## src/sv/wsq_pkg.sv

```systemverilog
package wsq_pkg;

    localparam int unsigned BURST_W = 4;
    localparam logic [BURST_W-1:0] BURST_MAX = 4'd15;
    localparam logic [BURST_W-1:0] LIMIT_RESET = 4'd4;

    localparam int unsigned DATA_W = 32;

    // request codes; bit 1 set means serve
    localparam logic [1:0] MODE_NORMAL = 2'd0;
    localparam logic [1:0] MODE_PREF = 2'd1;
    localparam logic [1:0] MODE_SERVE = 2'd2;
    localparam int unsigned MODE_SERVE_BIT = 1;

    localparam logic [1:0] ST_ENQUEUED = 2'd0;
    localparam logic [1:0] ST_SERVED = 2'd1;
    localparam logic [1:0] ST_EMPTY = 2'd2;
    localparam logic [1:0] ST_FULL = 2'd3;

    typedef struct packed {
        logic exec;
        logic cfg_wr;
    } t_cmd;

endpackage

```

## src/sv/wsq_fifo.sv

```systemverilog
module wsq_fifo import wsq_pkg::*; #(
    parameter int unsigned DEPTH = 16
) (
    input  logic              i_clk,
    input  logic              i_rst_n,
    input  logic              i_push,
    input  logic              i_pop,
    input  logic [DATA_W-1:0] i_wdata,
    output logic [DATA_W-1:0] o_rdata,
    output logic              o_empty,
    output logic              o_full
);

    localparam int unsigned PW = $clog2(DEPTH);
    localparam int unsigned FW = $clog2(DEPTH + 1);

    logic [DATA_W-1:0] r_mem [DEPTH];
    logic [DATA_W-1:0] r_rdata;
    logic [PW-1:0]     r_head;
    logic [PW-1:0]     n_head;
    logic [FW-1:0]     r_fill;
    logic [FW-1:0]     n_fill;
    logic [FW:0]       tail_sum;
    logic [PW-1:0]     tail;

    // tail wraps with one compare and subtract, head + fill stays below twice the depth
    always_comb begin
        tail_sum = (FW+1)'(r_head) + (FW+1)'(r_fill);
        if (tail_sum >= (FW+1)'(DEPTH)) begin
            tail_sum = tail_sum - (FW+1)'(DEPTH);
        end
        tail = tail_sum[PW-1:0];
    end

    assign o_empty = (r_fill == '0);
    assign o_full  = (r_fill == FW'(DEPTH));

    always_comb begin
        n_head = r_head;
        n_fill = r_fill;
        if (i_pop) begin
            n_head = (r_head == PW'(DEPTH - 1)) ? '0 : r_head + 1'b1;
            n_fill = r_fill - 1'b1;
        end else if (i_push) begin
            n_fill = r_fill + 1'b1;
        end
    end

    always_ff @(posedge i_clk) begin
        if (!i_rst_n) begin
            r_head <= '0;
            r_fill <= '0;
        end else begin
            r_head <= n_head;
            r_fill <= n_fill;
        end
    end

    always_ff @(posedge i_clk) begin
        if (i_push) begin
            r_mem[tail] <= i_wdata;
        end
        if (i_pop) begin
            r_rdata <= r_mem[r_head];
        end
    end

    assign o_rdata = r_rdata;

endmodule

```

## src/sv/wsq_dp.sv

```systemverilog
module wsq_dp import wsq_pkg::*; #(
    parameter int unsigned QUEUE_DEPTH = 16
) (
    input  logic                     i_clk,
    input  logic                     i_rst_n,
    input  t_cmd                     i_cmd,
    input  logic [1:0]               i_mode,
    input  logic signed [DATA_W-1:0] i_value,
    input  logic [BURST_W-1:0]       i_cfg_data,
    output logic [1:0]               o_status,
    output logic signed [DATA_W-1:0] o_served_value,
    output logic                     o_served_from_preferred
);

    logic [BURST_W-1:0] r_limit;
    logic [BURST_W-1:0] r_burst;
    logic [BURST_W-1:0] n_burst;
    logic [1:0]         r_status;
    logic [1:0]         n_status;
    logic               r_from_pref;
    logic               n_from_pref;

    logic              is_serve;
    logic              enq_pref;
    logic              take_pref;
    logic              push_norm;
    logic              push_pref;
    logic              pop_norm;
    logic              pop_pref;
    logic              norm_empty;
    logic              norm_full;
    logic              pref_empty;
    logic              pref_full;
    logic [DATA_W-1:0] norm_rdata;
    logic [DATA_W-1:0] pref_rdata;

    assign is_serve = i_mode[MODE_SERVE_BIT];
    assign enq_pref = (i_mode == MODE_PREF);

    always_comb begin
        n_burst   = r_burst;
        take_pref = 1'b0;
        if (pref_empty) begin
            take_pref = 1'b0;
        end else if (norm_empty) begin
            take_pref = 1'b1;
        end else if (r_burst > r_limit) begin
            take_pref = 1'b0;
            n_burst   = '0;
        end else begin
            take_pref = 1'b1;
            if (r_burst != BURST_MAX) begin
                n_burst = r_burst + 1'b1;
            end
        end

        push_norm   = 1'b0;
        push_pref   = 1'b0;
        pop_norm    = 1'b0;
        pop_pref    = 1'b0;
        n_from_pref = 1'b0;
        if (is_serve) begin
            if (norm_empty && pref_empty) begin
                n_status = ST_EMPTY;
            end else begin
                n_status    = ST_SERVED;
                pop_pref    = i_cmd.exec && take_pref;
                pop_norm    = i_cmd.exec && !take_pref;
                n_from_pref = take_pref;
            end
        end else if (enq_pref ? pref_full : norm_full) begin
            n_status = ST_FULL;
        end else begin
            n_status  = ST_ENQUEUED;
            push_pref = i_cmd.exec && enq_pref;
            push_norm = i_cmd.exec && !enq_pref;
        end
    end

    wsq_fifo #(
        .DEPTH(QUEUE_DEPTH)
    ) u_norm (
        .i_clk   (i_clk),
        .i_rst_n (i_rst_n),
        .i_push  (push_norm),
        .i_pop   (pop_norm),
        .i_wdata (i_value),
        .o_rdata (norm_rdata),
        .o_empty (norm_empty),
        .o_full  (norm_full)
    );

    wsq_fifo #(
        .DEPTH(QUEUE_DEPTH)
    ) u_pref (
        .i_clk   (i_clk),
        .i_rst_n (i_rst_n),
        .i_push  (push_pref),
        .i_pop   (pop_pref),
        .i_wdata (i_value),
        .o_rdata (pref_rdata),
        .o_empty (pref_empty),
        .o_full  (pref_full)
    );

    always_ff @(posedge i_clk) begin
        if (!i_rst_n) begin
            r_limit <= LIMIT_RESET;
            r_burst <= '0;
        end else begin
            if (i_cmd.cfg_wr) begin
                r_limit <= i_cfg_data;
            end
            // counter only moves on a serve with both queues waiting
            if (i_cmd.exec && is_serve) begin
                r_burst <= n_burst;
            end
        end
    end

    always_ff @(posedge i_clk) begin
        if (i_cmd.exec) begin
            r_status    <= n_status;
            r_from_pref <= n_from_pref;
        end
    end

    always_comb begin
        o_status                = r_status;
        o_served_from_preferred = 1'b0;
        o_served_value          = '0;
        if (r_status == ST_SERVED) begin
            o_served_from_preferred = r_from_pref;
            o_served_value = $signed(r_from_pref ? pref_rdata : norm_rdata);
        end
    end

endmodule

```

## src/sv/wsq_ctrl.sv

```systemverilog
module wsq_ctrl import wsq_pkg::*; (
    input  logic i_clk,
    input  logic i_rst_n,
    input  logic i_in_valid,
    input  logic i_out_stall,
    input  logic i_cfg_valid,
    output logic o_in_stall,
    output logic o_out_valid,
    output logic o_cfg_ready,
    output t_cmd o_cmd
);

    localparam logic S_IDLE = 1'b0;
    localparam logic S_OUT  = 1'b1;

    logic r_state;
    logic n_state;

    always_comb begin
        n_state = r_state;
        case (r_state)
            S_IDLE: begin
                if (i_in_valid) begin
                    n_state = S_OUT;
                end
            end
            S_OUT: begin
                if (!i_out_stall) begin
                    n_state = S_IDLE;
                end
            end
            default: n_state = S_IDLE;
        endcase
    end

    always_ff @(posedge i_clk) begin
        if (!i_rst_n) begin
            r_state <= S_IDLE;
        end else begin
            r_state <= n_state;
        end
    end

    assign o_in_stall   = (r_state != S_IDLE);
    assign o_out_valid  = (r_state == S_OUT);
    assign o_cfg_ready  = 1'b1;
    assign o_cmd.exec   = (r_state == S_IDLE) && i_in_valid;
    assign o_cmd.cfg_wr = i_cfg_valid;

endmodule

```

## src/sv/two_class_weighted_service_queue.sv

```systemverilog
// latency: a result is valid in the cycle after its request transfers
// one request in flight: the single result register holds the next request off
//   until the current result transfers
// reset (synchronous, active low) empties both queues, clears the burst counter
//   and sets the burst limit to 4; queue storage contents are not cleared
module two_class_weighted_service_queue import wsq_pkg::*; #(
    parameter int unsigned QUEUE_DEPTH = 16
) (
    input  logic                     i_clk,
    input  logic                     i_rst_n,
    input  logic                     i_in_valid,
    output logic                     o_in_stall,
    input  logic [1:0]               i_mode,
    input  logic signed [DATA_W-1:0] i_value,
    output logic                     o_out_valid,
    input  logic                     i_out_stall,
    output logic [1:0]               o_status,
    output logic signed [DATA_W-1:0] o_served_value,
    output logic                     o_served_from_preferred,
    input  logic                     i_cfg_valid,
    output logic                     o_cfg_ready,
    input  logic [BURST_W-1:0]       i_cfg_data
);

    t_cmd cmd;

    wsq_ctrl u_ctrl (
        .i_clk       (i_clk),
        .i_rst_n     (i_rst_n),
        .i_in_valid  (i_in_valid),
        .i_out_stall (i_out_stall),
        .i_cfg_valid (i_cfg_valid),
        .o_in_stall  (o_in_stall),
        .o_out_valid (o_out_valid),
        .o_cfg_ready (o_cfg_ready),
        .o_cmd       (cmd)
    );

    wsq_dp #(
        .QUEUE_DEPTH(QUEUE_DEPTH)
    ) u_dp (
        .i_clk                   (i_clk),
        .i_rst_n                 (i_rst_n),
        .i_cmd                   (cmd),
        .i_mode                  (i_mode),
        .i_value                 (i_value),
        .i_cfg_data              (i_cfg_data),
        .o_status                (o_status),
        .o_served_value          (o_served_value),
        .o_served_from_preferred (o_served_from_preferred)
    );

endmodule

```

## config.mk

```make
export PLATFORM = sky130hd
export DESIGN_NAME = two_class_weighted_service_queue
export DESIGN_NICKNAME = d
export VERILOG_FILES = /design/src/sv/wsq_pkg.sv /design/src/sv/wsq_fifo.sv /design/src/sv/wsq_dp.sv /design/src/sv/wsq_ctrl.sv /design/src/sv/two_class_weighted_service_queue.sv
export SDC_FILE = /design/constraint.sdc
export NUM_CORES = 1
export LEC_CHECK = 0
export ABC_CLOCK_PERIOD_IN_PS = 6600
export BUFFER_PORTS_ARGS = -buffer_cell sky130_fd_sc_hd__clkbuf_2
export CAP_MARGIN = 20
export CORE_MARGIN = 10
export CORE_UTILIZATION = 45
export DETAILED_ROUTE_END_ITERATION = 12
export GPL_ROUTABILITY_DRIVEN = 1
export SLEW_MARGIN = 30
export SYNTH_ARGS = -nofsm -noshare
export SYNTH_HDL_FRONTEND = slang
export SYNTH_SLANG_ARGS = --single-unit
```

## constraint.sdc

```tcl
create_clock -name i_clk -period 6.6 [get_ports i_clk]
set_input_delay 1.32 -clock i_clk [delete_from_list [all_inputs] [get_ports i_clk]]
set_output_delay 1.32 -clock i_clk [all_outputs]
set_load 0.03 [all_outputs]
```

==> run summary <==
Static Leak - 15.21 nW
Congestion Overflow GR - 0
Synth area leaders - edfxtp_1 75%, mux4_2 13%, mux2i_1 2.4%
Max VDD drop - 0.2187 mV
Flop2flop setup slack - 3.17 ns
Worst path required time - 7.18 ns
Status - completed
Post-CTS sizing - 0
Clk pwr share - 42.3%
Pre-antenna DRT Iters - 5
HP Class - reg -> reg
1st-iter DRT viols - 1,980
Post-synth top area share - 75.43%
Largest net degree at the start of global routing - 105
Syn Inst Count - 2,042
Layout Nets - 2,243
Site Rows - 113
Hold Vio Cnt, Final - 0
# hold bufs at CTS - 0
R2R cell count - 6
Sw Ratio - 20.66%
Vias in the first global route - 21,230
Worst R2R End - u_dp.u_pref.r_mem[5][8]
Detailed-route vias per instance - 5.836
Post-Syn Nets - 2,108
Fmax - 262.3 MHz
R2r startpoint - u_dp.u_pref.r_head[0]
Setup bufs post-CTS - 0
Die X - 330.7 um
Multi-input logic area - 9816 um2
Routability cong. - 0.8047
Layout cells sized above 1 - 26.44%
Tcrit/Tclk final - 57.76%
Total number of vias - 20,660
Clock transition at path regs - 0.06 ns
Post-synth EDFFs - 1,091
Setup TNS - 0 ns
GRT Overall Usage - 18.24%
DRT antenna net count - 0
RSZ-0062 raised after global routing - false
Largest fanout on the critical path - 50
Synthesized area - 43,430 um2
# IOs - 81
Combinational power share - 4.4%
Core Area - 95,440 um2
Reg area - 33,330 um2
Arrival time worst endpoint - 4.39 ns
Crit path capture - u_dp.u_pref.r_fill[4]
Post-DP Area - 45,940 um2
Final setup viols - 0
Pwr Density - 298.5 nW/um2
Sequential element share of the synthesized area - 76.68%
First-pass GRT wire length - 147,300 um
Clk root buf - clkbuf_16
CTS tree - built
Max Root-Sink Buffers - 3
Area Overhead vs Synth - 14.26%
Antenna violations before repair - 2
Fillers - 7,384
Hpwl dp - 58,870 um
Critical Path Start - i_in_valid
Max-slew violations - 0
Worst Setup Start Kind - primary input
DRC - 0
YS warnings - 0
Worst slew pin tran - 0.9573 ns
Routed len/inst - 28.11 um
Int Pwr - 11.75 mW
Min cycle time layout - 3.812 ns
TritonCTS Buffers - 111
Async set-reset flop share out of synthesis - 0%
Die area - 109,300 um2
Synthesized area per cell - 21.27 um2
Layout Cell Area excl Fill - 49,630 um2
Distinct cells, synth - 54
Max-Cap Viols - 0
Psw - 3.060 mW
CP Capture Type - flop
Die H - 330.7 um
Sequential share of power - 53.2%
CTS sink count - 1,118
Number of H-tree levels - 3
Clk_skew - 0.02914 ns
Post-synthesis register bit count - 1,118
Worst Setup Path Type - in -> reg
Clk Latency, worst-skew pair - 0.67 ns
Primary FF master, synth - edfxtp_1
Cell taking the most area after synthesis - edfxtp_1
Port Buffers - 79
Max-slew headroom - 36.18%
WL final - 99,500 um
Starting density of the core - 45.51%
## power by group through the flow
stage	sequential (mW)	combinational (mW)	clock, mW
2_1_floorplan	8.02	0.397	0
3_3_place_gp	8.03	0.649	0
3_5_place_dp	8.04	0.667	0
6_report	7.88	0.658	6.27
4_1_cts	7.89	0.669	6.40
5_1_grt	7.89	0.713	6.68
## synth_stat cells, types with 2 or more instances
cell / n
a41oi_1: 3
a211oi_1: 67
o21ai_0: 7
mux2i_1: 106
a31oi_1: 2
xor2_1: 4
o22ai_1: 2
or3_1: 3
nor3_1: 4
dfxtp_1: 27
nand2_1: 31
buf_1: 5
and3_1: 3
a21oi_1: 82
inv_1: 10
o211ai_1: 2
nand3_1: 9
edfxtp_1: 1091
ha_1: 19
a311oi_1: 2
mux4_2: 256
buf_4: 11
nor2_1: 76
fa_1: 4
clkbuf_1: 62
nand4b_1: 2
nor4_1: 5
nand3b_1: 4
a21o_1: 6
nor2b_1: 66
nand2b_1: 5
xnor2_1: 10
buf_2: 35
## how the worst min path moves through the flow
stage | cells past startpoint | slack [ns] | from | end
3_3_place_gp | 2 | 0.49 | u_dp.r_limit[2] | u_dp.r_limit[2]
3_5_place_dp | 2 | 0.49 | u_dp.r_limit[1] | u_dp.r_limit[1]
6_report | 2 | 0.50 | u_dp.r_limit[1] | u_dp.r_limit[1]
4_1_cts | 2 | 0.51 | u_dp.r_limit[1] | u_dp.r_limit[1]
2_1_floorplan | 2 | 0.46 | u_dp.r_limit[2] | u_dp.r_limit[2]
5_1_grt | 2 | 0.54 | u_dp.r_burst[0] | u_dp.r_burst[0]
## cell type report
cell class,count,area share (%)
clock inverter,65,1.356
tap,1265,3.189
inverter,10,0.07564
clock buffer,144,5.975
antenna,1,0.005043
multi-input combinational,800,19.78
timing repair buffer,136,2.451
sequential,1118,67.17
## sequential cells by signal, indices dropped and copies added, names as in the netlist, 2 cells and up
signal               count
u_dp.u_norm.r_fill       5
u_dp.o_status            2
u_dp.u_norm.r_mem      512
u_dp.u_norm.o_rdata     32
u_dp.u_norm.r_head       4
u_dp.u_pref.r_fill       5
u_dp.u_pref.r_head       4
u_dp.r_limit             4
u_dp.u_pref.r_mem      512
u_dp.r_burst             4
u_dp.u_pref.o_rdata     32
## worst max-delay path, cell delays in order
cell	delay (ns)
clkbuf_2	0.07
nor2b_1	0.56
nand2_1	0.26
nor2_1	0.23
o21a_4	0.61
inv_1	0.13
fa_1	0.43
inv_1	0.08
a21o_1	0.12
a21oi_1	0.08
nand2b_1	0.16
and3b_1	0.18
nor3_1	0.16
## layer usage
| metal | vias to the layer above | track usage (%) | part of all wire (%) |
|---|---|---|---|
| li1 | 8757 | - | - |
| met1 | 11160 | 26.08 | 44 |
| met2 | 604 | 29.09 | 48 |
| met3 | 134 | 3.244 | 5.6 |
| met4 | 2 | 4.359 | 2.0 |
| met5 | - | 0 | 0.013 |
## layout by cell type, fill, tap and decap left out, types with 3 or more instances in the layout
master and count:
buf_4 36, fa_1 4, mux2i_1 106, bufinv_16 13
mux4_2 256, nand3_1 9, clkinvlp_4 7, clkinv_2 19
clkbuf_2 79, clkbuf_16 114, nor2_4 29, a21o_1 6
inv_1 10, clkinv_1 20, nor3_1 4, a21oi_1 82
ha_1 19, nand2b_1 4, buf_16 18, and3_1 3
xor2_1 4, xnor2_1 10, edfxtp_1 1091, nor2_1 48
o21ai_0 7, dfxtp_4 8, nand3b_1 4, a41oi_1 3
nor2b_1 66, or3_1 3, clkinv_4 3, nand2_1 31
clkbuf_1 30, dfxtp_1 19, nor4_2 5, a211oi_1 67
## logic make-up (layout without fill, tap and decap cells)
| kind of cell | after synthesis | in the layout | share of synthesized area (%) |
|---|---|---|---|
| AO/OA/AOI/OAI | 184 | 184 | 2.725 |
| XOR/XNOR | 14 | 14 | 0.2823 |
| adder cells (fa/ha/maj) | 23 | 23 | 0.7318 |
| buffers and inverters | 124 | 355 | 1.285 |
| flip-flops | 1118 | 1118 | 76.68 |
| multiplexers | 362 | 362 | 15.72 |
| other | 1 | 2 | 0.008635 |
| AND/OR/NAND/NOR | 216 | 216 | 2.570 |
## per-stage QoR
step           util, %  instances  setup WS, ns  total power [mW]  hold slack (ns)
4_1_cts          51.95       3536         2.824             14.95           0.5065
3_5_place_dp     48.13       3327         2.119             8.703           0.4911
3_3_place_gp     47.63       3309         2.106             8.684           0.4854
2_1_floorplan        -       2042        0.9786             8.415           0.4593
6_report         52.00       3539         2.788             14.81           0.4984
5_1_grt          52.00       3538         2.523             15.28           0.5447
(Power assumes the default switching activity.)
